<file path="config.mk">
export PLATFORM = sky130hd
export DESIGN_NAME = eth_arp_ipv4_rx_classifier
export DESIGN_NICKNAME = d
export VERILOG_FILES = /design/src/rtl/core/eac_pkg.sv /design/src/rtl/core/eac_capture.sv /design/src/rtl/core/eth_arp_ipv4_rx_classifier.sv
export VERILOG_INCLUDE_DIRS = /design/src /design/src/rtl/core
export SDC_FILE = /design/constraint.sdc
export NUM_CORES = 1
export LEC_CHECK = 0
export BUFFER_PORTS_ARGS = -buffer_cell sky130_fd_sc_hd__buf_2
export CAP_MARGIN = 30
export CORE_MARGIN = 5
export CORE_UTILIZATION = 29
export CTS_BUF_LIST = sky130_fd_sc_hd__clkbuf_2
export CTS_CLUSTER_DIAMETER = 40
export CTS_CLUSTER_SIZE = 16
export DETAILED_ROUTE_END_ITERATION = 7
export GPL_ROUTABILITY_DRIVEN = 0
export SYNTH_ARGS = -nofsm -noshare
export SYNTH_HDL_FRONTEND = slang
export SYNTH_SLANG_ARGS = --single-unit
</file>
<file path="constraint.sdc">
create_clock -name clock -period 19.8 [get_ports clock]
set_clock_uncertainty 0.2 [all_clocks]
set_input_delay 1.98 -clock clock [delete_from_list [all_inputs] [get_ports clock]]
set_output_delay 1.98 -clock clock [all_outputs]
set_load 0.05 [all_outputs]
</file>
<file path="src/rtl/core/assert_macros.svh">
// Assertion helpers for the RTL; empty bodies in synthesis.
`ifndef ASSERT_MACROS_SVH
`define ASSERT_MACROS_SVH
`ifndef SYNTHESIS
// Check a property on every rising clock edge outside reset.
`define ASSERT_ALWAYS(lbl, clk, rst, prop) \
   lbl: assert property (@(posedge clk) disable iff (rst) (prop)) else $error("lbl failed");
// Check that a condition never occurs outside reset.
`define ASSERT_NEVER(lbl, clk, rst, cond) \
   lbl: assert property (@(posedge clk) disable iff (rst) !(cond)) else $error("lbl failed");
`else
`define ASSERT_ALWAYS(lbl, clk, rst, prop)
`define ASSERT_NEVER(lbl, clk, rst, cond)
`endif
`endif

</file>
<file path="src/rtl/core/eac_pkg.sv">
`timescale 1ns / 1ps
// ----------------------------------------------------------------------------
// eac_pkg
// Types and constants of the Ethernet ARP / IPv4 receive classifier.
// ----------------------------------------------------------------------------
package eac_pkg;

   localparam int MAX_FRAME_BYTES = 2048;
   localparam int POS_W           = 12;
   localparam int HDR_BYTES       = 42;   // bytes 0..41 cover ARP and IPv4 headers
   localparam int L4_BYTES        = 8;

   localparam logic [15:0] ETHERTYPE_ARP  = 16'h0806;
   localparam logic [15:0] ETHERTYPE_IPV4 = 16'h0800;
   localparam logic [31:0] BROADCAST_IP   = 32'hFFFF_FFFF;
   localparam logic [7:0]  PROTO_ICMP     = 8'd1;
   localparam logic [7:0]  PROTO_UDP      = 8'd17;
   localparam logic [7:0]  ICMP_ECHO_REQ  = 8'd8;
   localparam logic [7:0]  ICMP_ECHO_REP  = 8'd0;
   localparam logic [15:0] ARP_OPCODE_REQUEST = 16'd1;
   localparam logic [15:0] ARP_OPCODE_REPLY   = 16'd2;

   typedef enum logic [0:0] {
      CSR_LOCAL_IP   = 1'b0,
      CSR_GATEWAY_IP = 1'b1
   } csr_index_type;

   typedef enum logic [3:0] {
      V_DROP      = 4'd0,
      V_ARP_REQ   = 4'd1,
      V_ARP_REP   = 4'd2,
      V_ARP_OTHER = 4'd3,
      V_ECHO_REQ  = 4'd4,
      V_ECHO_REP  = 4'd5,
      V_ICMP      = 4'd6,
      V_UDP       = 4'd7,
      V_IP_OTHER  = 4'd8
   } verdict_type;

   typedef struct packed {
      logic [7:0] frame_byte;
      logic       last_byte;
   } req_type;

   typedef struct packed {
      logic [3:0]  verdict;
      logic [31:0] peer_ip;
      logic [47:0] peer_mac;
      logic        to_broadcast;
      logic [15:0] icmp_ident;
      logic [15:0] icmp_sequence;
      logic [15:0] source_port;
      logic [15:0] dest_port;
      logic [11:0] payload_offset;
      logic [11:0] payload_length;
      logic [47:0] gateway_mac;
      logic        gateway_mac_valid;
   } rsp_type;

   // Captured frame handed from the capture stage to the classifier
   typedef struct packed {
      logic                             valid;
      logic [POS_W-1:0]                 len;
      logic [HDR_BYTES-1:0][7:0]        hdr;
      logic [L4_BYTES-1:0][7:0]         l4;
   } cap_type;

endpackage

</file>
<file path="src/rtl/core/eac_capture.sv">
`timescale 1ns / 1ps
// ----------------------------------------------------------------------------
// eac_capture
// Counts frame bytes and captures fixed header bytes and the first eight
// bytes after the IPv4 header; holds a finished frame until it is classified.
// ----------------------------------------------------------------------------
module eac_capture (
   input  logic              clock,
   input  logic              reset,
   input  logic              accept,
   input  eac_pkg::req_type  item,
   input  logic              drain,
   output eac_pkg::cap_type  cap
);

   logic [eac_pkg::POS_W-1:0]                    pos_ff, pos_in;
   logic                                         pend_ff, pend_in;
   logic [eac_pkg::POS_W-1:0]                    len_ff, len_in;
   logic [eac_pkg::HDR_BYTES-1:0][7:0]           hdr_ff, hdr_in;
   logic [eac_pkg::L4_BYTES-1:0][7:0]            l4_ff, l4_in;
   logic                                         keep;
   logic [eac_pkg::POS_W-1:0]                    pos_inc;
   logic [eac_pkg::POS_W-1:0]                    l4_start;
   logic [eac_pkg::POS_W-1:0]                    l4_off;

   assign keep     = pos_ff < eac_pkg::POS_W'(eac_pkg::MAX_FRAME_BYTES);
   assign pos_inc  = keep ? pos_ff + eac_pkg::POS_W'(1) : pos_ff;
   // transport header starts at 14 + 4 * IHL
   assign l4_start = eac_pkg::POS_W'(14) + {{(eac_pkg::POS_W-6){1'b0}}, hdr_ff[14][3:0], 2'b00};
   assign l4_off   = pos_ff - l4_start;

   // Store the byte at its fixed place and advance the position
   always_comb begin
      pos_in  = pos_ff;
      pend_in = pend_ff & ~drain;
      len_in  = len_ff;
      hdr_in  = hdr_ff;
      l4_in   = l4_ff;
      if (accept) begin
         if (keep && pos_ff < eac_pkg::POS_W'(eac_pkg::HDR_BYTES)) begin
            hdr_in[pos_ff[5:0]] = item.frame_byte;
         end
         if (keep && pos_ff >= l4_start && l4_off < eac_pkg::POS_W'(eac_pkg::L4_BYTES)) begin
            l4_in[l4_off[2:0]] = item.frame_byte;
         end
         if (item.last_byte) begin
            pos_in  = '0;
            pend_in = 1'b1;
            len_in  = pos_inc;
         end else begin
            pos_in = pos_inc;
         end
      end
   end

   always_ff @(posedge clock) begin
      if (reset) begin
         pos_ff  <= '0;
         pend_ff <= 1'b0;
      end else begin
         pos_ff  <= pos_in;
         pend_ff <= pend_in;
      end
      len_ff <= len_in;
      hdr_ff <= hdr_in;
      l4_ff  <= l4_in;
   end

   assign cap.valid = pend_ff;
   assign cap.len   = len_ff;
   assign cap.hdr   = hdr_ff;
   assign cap.l4    = l4_ff;

endmodule

</file>
<file path="src/rtl/core/eth_arp_ipv4_rx_classifier.sv">
`timescale 1ns / 1ps
// Path: the last byte of a frame sets the held capture, which is drained into the result
//   register once the output is free; the result item is then taken from there.
// Throughput: one byte per cycle; a frame of one byte may follow another at once.
//   Input stalls only while a finished frame waits behind a result item not yet taken.
// Reset clears byte position, pending verdict, result valid and learned gateway MAC;
// local_ip resets to 10.0.2.15 and gateway_ip to 10.0.2.2.
// ----------------------------------------------------------------------------
// eth_arp_ipv4_rx_classifier
// Classifies received Ethernet frames as ARP or IPv4 ICMP / UDP and learns
// the gateway hardware address from ARP traffic.
// ----------------------------------------------------------------------------
`include "assert_macros.svh"
module eth_arp_ipv4_rx_classifier (
   input  logic              clock,
   input  logic              reset,
   input  logic              req_valid,
   output logic              req_ready,
   input  eac_pkg::req_type  req_item,
   output logic              rsp_valid,
   input  logic              rsp_ready,
   output eac_pkg::rsp_type  rsp_item,
   input  logic              csr_we,
   input  logic [0:0]        csr_index,
   input  logic [31:0]       csr_wdata
);

   eac_pkg::cap_type cap;
   logic             out_free, drain;
   logic [31:0]      local_ip_ff, gateway_ip_ff;
   logic [47:0]      gw_mac_ff, gw_mac_in;
   logic             gw_valid_ff, gw_valid_in;
   logic             rsp_valid_ff, rsp_valid_in;
   eac_pkg::rsp_type rsp_ff, rsp_in;

   assign out_free  = ~rsp_valid_ff | rsp_ready;
   assign drain     = cap.valid & out_free;
   assign req_ready = ~cap.valid | out_free;

   eac_capture u_capture (
      .clock  (clock),
      .reset  (reset),
      .accept (req_valid & req_ready),
      .item   (req_item),
      .drain  (drain),
      .cap    (cap)
   );

   // Header fields at fixed offsets
   logic [11:0] plen;
   logic [15:0] etype, htype, ptype, arp_op, ip_total;
   logic [47:0] sha;
   logic [31:0] spa, tpa, ip_src, ip_dst;
   logic [5:0]  ihl;
   logic [15:0] total, ilen, room, ulen, upl;
   logic [11:0] l4_pos;
   logic        arp_ok, ip_ok, dst_ok, is_bcast, learn;

   assign plen     = cap.len - 12'd14;
   assign etype    = {cap.hdr[12], cap.hdr[13]};
   assign htype    = {cap.hdr[14], cap.hdr[15]};
   assign ptype    = {cap.hdr[16], cap.hdr[17]};
   assign arp_op   = {cap.hdr[20], cap.hdr[21]};
   assign sha      = {cap.hdr[22], cap.hdr[23], cap.hdr[24], cap.hdr[25], cap.hdr[26],
                      cap.hdr[27]};
   assign spa      = {cap.hdr[28], cap.hdr[29], cap.hdr[30], cap.hdr[31]};
   assign tpa      = {cap.hdr[38], cap.hdr[39], cap.hdr[40], cap.hdr[41]};
   assign ip_total = ptype;
   assign ip_src   = {cap.hdr[26], cap.hdr[27], cap.hdr[28], cap.hdr[29]};
   assign ip_dst   = {cap.hdr[30], cap.hdr[31], cap.hdr[32], cap.hdr[33]};
   assign ihl      = {cap.hdr[14][3:0], 2'b00};
   assign l4_pos   = 12'd14 + {6'd0, ihl};

   assign arp_ok = cap.len >= 12'd42 && etype == eac_pkg::ETHERTYPE_ARP &&
                   htype == 16'd1 && ptype == eac_pkg::ETHERTYPE_IPV4 &&
                   cap.hdr[18] == 8'd6 && cap.hdr[19] == 8'd4;
   assign ip_ok  = cap.len >= 12'd34 && etype == eac_pkg::ETHERTYPE_IPV4 &&
                   cap.hdr[14][7:4] == 4'd4 && ihl >= 6'd20 && plen >= {6'd0, ihl};
   assign is_bcast = ip_dst == eac_pkg::BROADCAST_IP;
   assign dst_ok   = ip_dst == local_ip_ff || is_bcast;
   assign learn    = drain && arp_ok && spa == gateway_ip_ff;

   // Clamp total length, then derive ICMP and UDP lengths
   assign total = (ip_total < {10'd0, ihl} || ip_total > {4'd0, plen}) ? {4'd0, plen}
                                                                      : ip_total;
   assign ilen  = total - {10'd0, ihl};
   assign room  = ilen - 16'd8;
   assign ulen  = {cap.l4[4], cap.l4[5]};
   assign upl   = (ulen > 16'd8) ? ((ulen - 16'd8 > room) ? room : ulen - 16'd8) : 16'd0;

   assign gw_mac_in   = learn ? sha : gw_mac_ff;
   assign gw_valid_in = learn | gw_valid_ff;

   // Build the verdict of the held frame
   always_comb begin
      rsp_in = '0;
      rsp_in.verdict = eac_pkg::V_DROP;
      if (arp_ok) begin
         if (arp_op == eac_pkg::ARP_OPCODE_REQUEST && tpa == local_ip_ff) begin
            rsp_in.verdict = eac_pkg::V_ARP_REQ;
         end else if (arp_op == eac_pkg::ARP_OPCODE_REPLY && tpa == local_ip_ff) begin
            rsp_in.verdict = eac_pkg::V_ARP_REP;
         end else begin
            rsp_in.verdict = eac_pkg::V_ARP_OTHER;
         end
         rsp_in.peer_ip  = spa;
         rsp_in.peer_mac = sha;
      end else if (ip_ok && dst_ok) begin
         rsp_in.peer_ip      = ip_src;
         rsp_in.to_broadcast = is_bcast;
         if (cap.hdr[23] == eac_pkg::PROTO_ICMP) begin
            rsp_in.verdict = eac_pkg::V_ICMP;
            if (ilen >= 16'd8) begin
               if (cap.l4[0] == eac_pkg::ICMP_ECHO_REQ) begin
                  rsp_in.verdict = eac_pkg::V_ECHO_REQ;
               end else if (cap.l4[0] == eac_pkg::ICMP_ECHO_REP) begin
                  rsp_in.verdict = eac_pkg::V_ECHO_REP;
               end
               rsp_in.icmp_ident     = {cap.l4[4], cap.l4[5]};
               rsp_in.icmp_sequence  = {cap.l4[6], cap.l4[7]};
               rsp_in.payload_offset = l4_pos + 12'd8;
               rsp_in.payload_length = room[11:0];
            end
         end else if (cap.hdr[23] == eac_pkg::PROTO_UDP && ilen > 16'd8) begin
            rsp_in.verdict        = eac_pkg::V_UDP;
            rsp_in.source_port    = {cap.l4[0], cap.l4[1]};
            rsp_in.dest_port      = {cap.l4[2], cap.l4[3]};
            rsp_in.payload_offset = l4_pos + 12'd8;
            rsp_in.payload_length = upl[11:0];
         end else begin
            rsp_in.verdict = eac_pkg::V_IP_OTHER;
         end
      end
      rsp_in.gateway_mac       = gw_mac_in;
      rsp_in.gateway_mac_valid = gw_valid_in;
   end

   // Hold the result until taken
   assign rsp_valid_in = drain | (rsp_valid_ff & ~rsp_ready);

   always_ff @(posedge clock) begin
      if (reset) begin
         rsp_valid_ff  <= 1'b0;
         gw_mac_ff     <= '0;
         gw_valid_ff   <= 1'b0;
         local_ip_ff   <= 32'd167772687;
         gateway_ip_ff <= 32'd167772674;
      end else begin
         rsp_valid_ff <= rsp_valid_in;
         gw_mac_ff    <= gw_mac_in;
         gw_valid_ff  <= gw_valid_in;
         if (csr_we && csr_index == eac_pkg::CSR_LOCAL_IP) begin
            local_ip_ff <= csr_wdata;
         end
         if (csr_we && csr_index == eac_pkg::CSR_GATEWAY_IP) begin
            gateway_ip_ff <= csr_wdata;
         end
      end
      if (drain) begin
         rsp_ff <= rsp_in;
      end
   end

   assign rsp_valid = rsp_valid_ff;
   assign rsp_item  = rsp_ff;

   // Result checks: verdict in range, sender MAC only on ARP verdicts
   logic verdict_legal, mac_legal;
   assign verdict_legal = rsp_ff.verdict <= eac_pkg::V_IP_OTHER;
   assign mac_legal     = rsp_ff.verdict <= eac_pkg::V_ARP_OTHER || rsp_ff.peer_mac == '0;

   `ASSERT_ALWAYS(a_verdict_range, clock, reset, !rsp_valid_ff || verdict_legal)
   `ASSERT_NEVER(a_learn_sticky, clock, reset, $fell(gw_valid_ff))
   `ASSERT_ALWAYS(a_mac_only_arp, clock, reset, !rsp_valid_ff || mac_legal)
   `ASSERT_ALWAYS(a_drain_fills, clock, reset, drain |=> rsp_valid_ff)

endmodule

</file>
# Word level (Yosys, flattened, before mapping)
# Index checks and enable logic that the tools add are counted.
# op_classes
n_bitwise	17
n_reduce_logical	31
add_sub_neg	8
n_eq_ne	16
magnitude_cmp	18
muxes	26
# ops
op	count
$bwmux 336	1
$eq 32x32->1	3
$mux 24	3
$mux 36	2
$bwmux 64	1
$demux 8 s6	1
$eq 16x12->1 const B	3
$mux 12	4
$mux 48	1
$eq 16x1->1 const B	2
$eq 32x32->1 const B	1
$gt 16x4->1 const B	2
$sub 16x4->16 const B	2
$demux 8 s3	1
$ge 12x6->1 const B	2
$logic_and 1x1->1	22
$eq 16x2->1 const B	1
$eq 8x3->1 const B	2
$ge 16x4->1 const B	1
$gt 16x12->1	1
$gt 16x16->1	1
$lt 16x6->1	1
$mux 16	1
$mux 8	2
other kinds (31)	55
# word_totals
ff_bits	761
output_inout_bits	224
word_cells	186
input_bits	47

# Depth between registers and ports, before layout
# logic_depth
depth_word	11
ltp_mapped	38
mapped_depth_nobuf	34

# Modules after synthesis
# A second synthesis with hierarchy kept.
# unflattened
hier_cells	2020
hier_area_um2	29672.2
# by_module_without_submodules
module	n_inst	cells_each	seq_area_each_um2	area_per_inst_um2
eth_arp_ipv4_rx_classifier	1	1386	8768.4	15775.1
eac_capture	1	634	12632.1	13897.1

# Worst setup path before layout
# Ideal clock, no wire load.
# synth_timing
path_kind	input-to-reg
start	input rsp_ready
end	register rsp_ff, in the netlist rsp_item[41] (data pin)
path_stages	9
n_path_buf	2
arrival_ns	13.993
setup_time_ns	0.262
required_time_ns	19.338
setup_slack_ns	5.345
path_cell_list	nor2b_1 nor2b_1 nand4_1 nor4_1 nand4_1 nor3_1 clkbuf_1 buf_1 mux2_2
# synth_between
elab_chain_len	5
# synth_rtl
item	line	rtl
start, declared	eth_arp_ipv4_rx_classifier.sv:21	input logic rsp_ready,
$or 1x1->1	eth_arp_ipv4_rx_classifier.sv:36	assign out_free = ~rsp_valid_ff | rsp_ready;
$and 1x1->1	eth_arp_ipv4_rx_classifier.sv:37	assign drain = cap.valid & out_free;
net drain	eth_arp_ipv4_rx_classifier.sv:29	logic out_free, drain;
$logic_and 1x1->1 (2 in a row)	eth_arp_ipv4_rx_classifier.sv:81	assign learn = drain && arp_ok && spa == gateway_ip_ff;
$mux 48	eth_arp_ipv4_rx_classifier.sv:91	assign gw_mac_in = learn ? sha : gw_mac_ff;
net gw_mac_in[40]	eth_arp_ipv4_rx_classifier.sv:31	logic [47:0] gw_mac_ff, gw_mac_in;
end signal, assigned	eth_arp_ipv4_rx_classifier.sv:160	rsp_ff <= rsp_in;
end, declared	eth_arp_ipv4_rx_classifier.sv:34	eac_pkg::rsp_type rsp_ff, rsp_in;
# The timed path passes the listed nets, and every way through them passes these cells.
# A chain may end at the register's enable or synchronous reset.

# Final worst setup path
# layout_timing
start	register u_capture.len_ff[1] (netlist name)
end	register rsp_ff, in the netlist rsp_item[49] (data pin)
# layout_between
elab_chain_len	11
elab_cells_between_ends	30
cone_classes	3 x add/sub; 7 x order compare; 6 x mux; 1 x bitwise; 13 x reduce/logical
# layout_rtl
item	line	rtl
start, declared	eac_capture.sv:18	logic [eac_pkg::POS_W-1:0] len_ff, len_in;
start signal, assigned	eac_capture.sv:64	len_ff <= len_in;
$sub 12x4->12	eth_arp_ipv4_rx_classifier.sv:59	assign plen = cap.len - 12'd14;
$gt 16x12->1	eth_arp_ipv4_rx_classifier.sv:84	assign total = (ip_total < {10'd0, ihl} || ip_total > {4'd0, plen}) ? {4'd0, plen}
$logic_or 1x1->1	eth_arp_ipv4_rx_classifier.sv:84	
$mux 16	eth_arp_ipv4_rx_classifier.sv:84	
$sub 16x6->16	eth_arp_ipv4_rx_classifier.sv:86	assign ilen = total - {10'd0, ihl};
$sub 16x4->16	eth_arp_ipv4_rx_classifier.sv:87	assign room = ilen - 16'd8;
$gt 16x16->1	eth_arp_ipv4_rx_classifier.sv:89	assign upl = (ulen > 16'd8) ? ((ulen - 16'd8 > room) ? room : ulen - 16'd8) : 16'd0;
$mux 12 (2 in a row)	eth_arp_ipv4_rx_classifier.sv:89	
$mux 24	eth_arp_ipv4_rx_classifier.sv:124	end else if (cap.hdr[23] == eac_pkg::PROTO_UDP && ilen > 16'd8) begin
$mux 24	eth_arp_ipv4_rx_classifier.sv:111	if (cap.hdr[23] == eac_pkg::PROTO_ICMP) begin
# Parallel ways exist; a longest one is shown, timed or not.

==> results by group <==
Min path
  • Hold wc startpoint: u_capture.pend_ff
  • WHS Path Cells: 2
  • HP Class: flop to flop
  • Sink of the worst hold path: rsp_valid

Place
  • Post-DP HPWL: 48.6 mm
  • Port Buffers: 265

Synthesis
  • Yosys top cell area share: 0.590
  • Post-synthesis simple-gate area fraction: 0.132
  • Post-Synth XOR/XNOR Area: 0.0507
  • Main combinational cell family by area after synthesis: simple AND/OR/NAND/NOR gates
  • Syn Inst Count: 1,861
  • Top cells by area, synth: edfxtp_1 (59%), dfxtp_1 (10%), xnor2_1 (2.8%)
  • Main synth FF type: edfxtp_1
  • Post-Synth Adder-Cell Area: 0.0268
  • Area leader, netlist: edfxtp_1
  • Netlist Area Pre-Place: 25,500 µm²
  • Post-synth EDFFs: 501
  • Post-synthesis average cell area: 13.7 µm²
  • Ys Warns: 0
  • Compound-Gate Fraction of Synth Area: 0.0557
  • Post-synthesis async set-or-reset flop share: 0
  • Synth Register Bits: 628
  • Count of unique library cells instantiated by Yosys: 76
  • Sequential fraction of the synthesis area: 0.689
  • Multiplexer share of the synthesized area: 0.0244

Routing
  • Via count: 16,100
  • Avg WL per Cell: 21.0 µm
  • Final WL: 71.4 mm
  • Routed vias/inst: 4.74
  • DRC violation count after routing: 0
  • Post-route ant nets: 0
  • Iter 0 DRT Violations: 1,097
  • Drt pass-1 iters: 5

Outcome
  • Outcome: finished, final reports clean

Clock network
  • Root buffer cell: clkbuf_2
  • H-tree depth: 3
  • Setup repair bufs after CTS: 0
  • Clk pin slew, worst setup/hold paths: 260 ps
  • TritonCTS buffer count: 83
  • Max clock buf depth: 3
  • CTS tree: done
  • Clock net sink count: 628
  • Worst-Skew Late Latency: 1250 ps
  • # resized after CTS: 0
  • CTS Hold Buffers Added: 0

Setup path
  • Worst setup SP type: flop
  • CP Class: flop to flop
  • RR Startpoint: u_capture.len_ff[1]
  • Arrival time at the worst endpoint: 10,030 ps
  • Capturing point of the worst reg2reg path: rsp_item[49]
  • Crit path capture type: flop
  • Delay-heaviest family, CP: compound AO/OA/AOI/OAI gates
  • Crit path max fanout: 19
  • CP bufs+invs: 1
  • CP Data Required Time: 20,520 ps
  • Crit-path max cell delay: 590 ps
  • Register-to-register setup slack: 10,490 ps
  • CP max stage cell: edfxtp_1
  • FF-to-FF path depth: 32

Layout
  • Fraction of layout cells with a size suffix above 1: 0.235
  • Most frequent cells in the layout: edfxtp_1 (501), buf_2 (264), nand2_1 (170), dfxtp_1 (127), clkbuf_2 (88)
  • Final core utilization: 0.338
  • Post-layout net count: 2,266
  • Most common cell after layout, fill and taps aside: edfxtp_1
  • Layout fillers: 8,533
  • Layout area overhead: 15.4%

Pwr
  • Pwr dens: 79.8 nW/µm²
  • Total power: 2.35 mW
  • Worst vdd ir: 0.0326 mV
  • P_leak: 11.0 nW

STA
  • Max-slew violations: 0
  • Minimum clock period: 9310 ps
  • Unrepaired setup endpoints after global routing: false
  • Final setup TNS: 0 ps
  • Hold Fails Final Rpt: 0
  • Achievable Freq: 0.107 GHz
  • Relative max-transition margin: 0.259
  • Worst hold margin: 250 ps
  • Period utilization: 0.470
  • Final setup violation count: 0
  • Worst-Margin Slew: 1080 ps

Die
  • Core ar.: 87,000 µm²
  • Chip height: 307 µm
  • Top Ports: 271
  • Initial Util: 0.293
  • Full die area: 94,000 µm²
  • Die width: 307 µm
  • Cell row count: 108

Global routing
  • GRT met1 Usage: 0.184
  • Met2 GRT Util: 0.243
  • First-pass GRT wire length: 105 mm
  • Initial antenna violation count: 17
  • Met3 usage: 0.0369
  • Gr usage total: 0.147
  • Largest net degree at the start of global routing: 78
  • Overflow after GRT: 0
  • Top Usage Layer GRT: met2
  • Vias in the first global route: 16,400

Run
  • Reported max-cap violation count: 0
[routing by layer]
| layer | share of wire | vias to the layer above |
|---|---|---|
| met3 | 0.070 | 167 |
| met2 | 0.47 | 606 |
| met5 | 0.0011 | - |
| met1 | 0.42 | 7843 |
| met4 | 0.041 | 12 |
| li1 | - | 7483 |
[where the power goes]
| group | switching, mW | leakage (nW) | internal (mW) |
|---|---|---|---|
| clock | 0.549 | 0.686 | 0.233 |
| sequential | 0.0128 | 5.85 | 1.43 |
| combinational | 0.0906 | 4.46 | 0.0327 |
[cells in the mapped netlist (6+ instances only)]
cell / number
nor2b_1: 61
nand2b_1: 12
xnor2_1: 82
a22oi_1: 6
nor2_1: 80
mux2i_1: 6
nor3_1: 38
or2_2: 9
mux2_2: 50
clkbuf_1: 62
or4_1: 7
nand2_1: 170
xor2_1: 63
a22o_1: 33
and3_1: 40
nand4_1: 35
o21ai_0: 20
a21oi_1: 84
dfxtp_1: 127
ha_1: 53
nor4b_1: 8
o22ai_1: 13
nand3b_1: 15
a21o_1: 10
nand3_1: 22
nor4_1: 32
and2_1: 81
edfxtp_1: 501
inv_1: 46
[logic make-up (layout without fill, tap and decap cells)]
family | after synthesis | in the layout
simple gates | 636 | 636
flops | 628 | 628
compound gates | 213 | 213
other cells | 1 | 14
mux | 56 | 56
buf+inv | 127 | 498
fa+ha+maj | 54 | 54
xor+xnor | 146 | 146
[sequential cells by signal, summed over array words and instances, names as in the netlist, 12 cells and up]
| signal | flops |
|---|---|
| u_capture.cap | 272 |
| gateway_ip_ff | 32 |
| local_ip_ff | 32 |
| u_capture.pos_ff | 12 |
| u_capture.len_ff | 12 |
| gw_mac_ff | 48 |
| rsp_item | 217 |
[worst register-to-register path, delay by kind of cell, from the launching register on]
family | cells | cell delay, ps
simple gates | 9 | 2690
compound gates | 16 | 3770
fa+ha+maj | 4 | 1210
buf+inv | 1 | 90
xor+xnor | 2 | 500
flops | 1 | 590
[worst max path at each step]
stage	from	endpoint	depth (start not counted)
global route	u_capture.len_ff[1]	rsp_item[54]	32
CTS	u_capture.len_ff[1]	rsp_item[49]	32
finish	u_capture.len_ff[1]	rsp_item[49]	32
floorplan	rsp_ready	rsp_item[41]	9
global placement	u_capture.len_ff[1]	rsp_item[51]	32
detailed placement	u_capture.len_ff[1]	rsp_item[59]	32
[per-stage QoR]
step	instances	instance area [µm²]	worst slack [ps]
floorplan	1865	25500	5340
global placement	3230	28200	10960
detailed placement	3234	28300	10690
CTS	3390	29400	10570
global route	3396	29400	9930
finish	3400	29500	10490
[final cells by class]
cell class | instances | area (µm²) | share of cell area
diodes | 9 | 22.5 | 0.000765
clock buffers | 88 | 440 | 0.0150
clock inverters | 68 | 716 | 0.0243
inverters | 46 | 173 | 0.00586
multi-input cells | 1110 | 7460 | 0.253
flip-flops and latches | 628 | 17600 | 0.597
well taps | 1155 | 1450 | 0.0491
repair buffers | 296 | 1610 | 0.0548
Note: power is estimated with default switching activity, not from simulation.
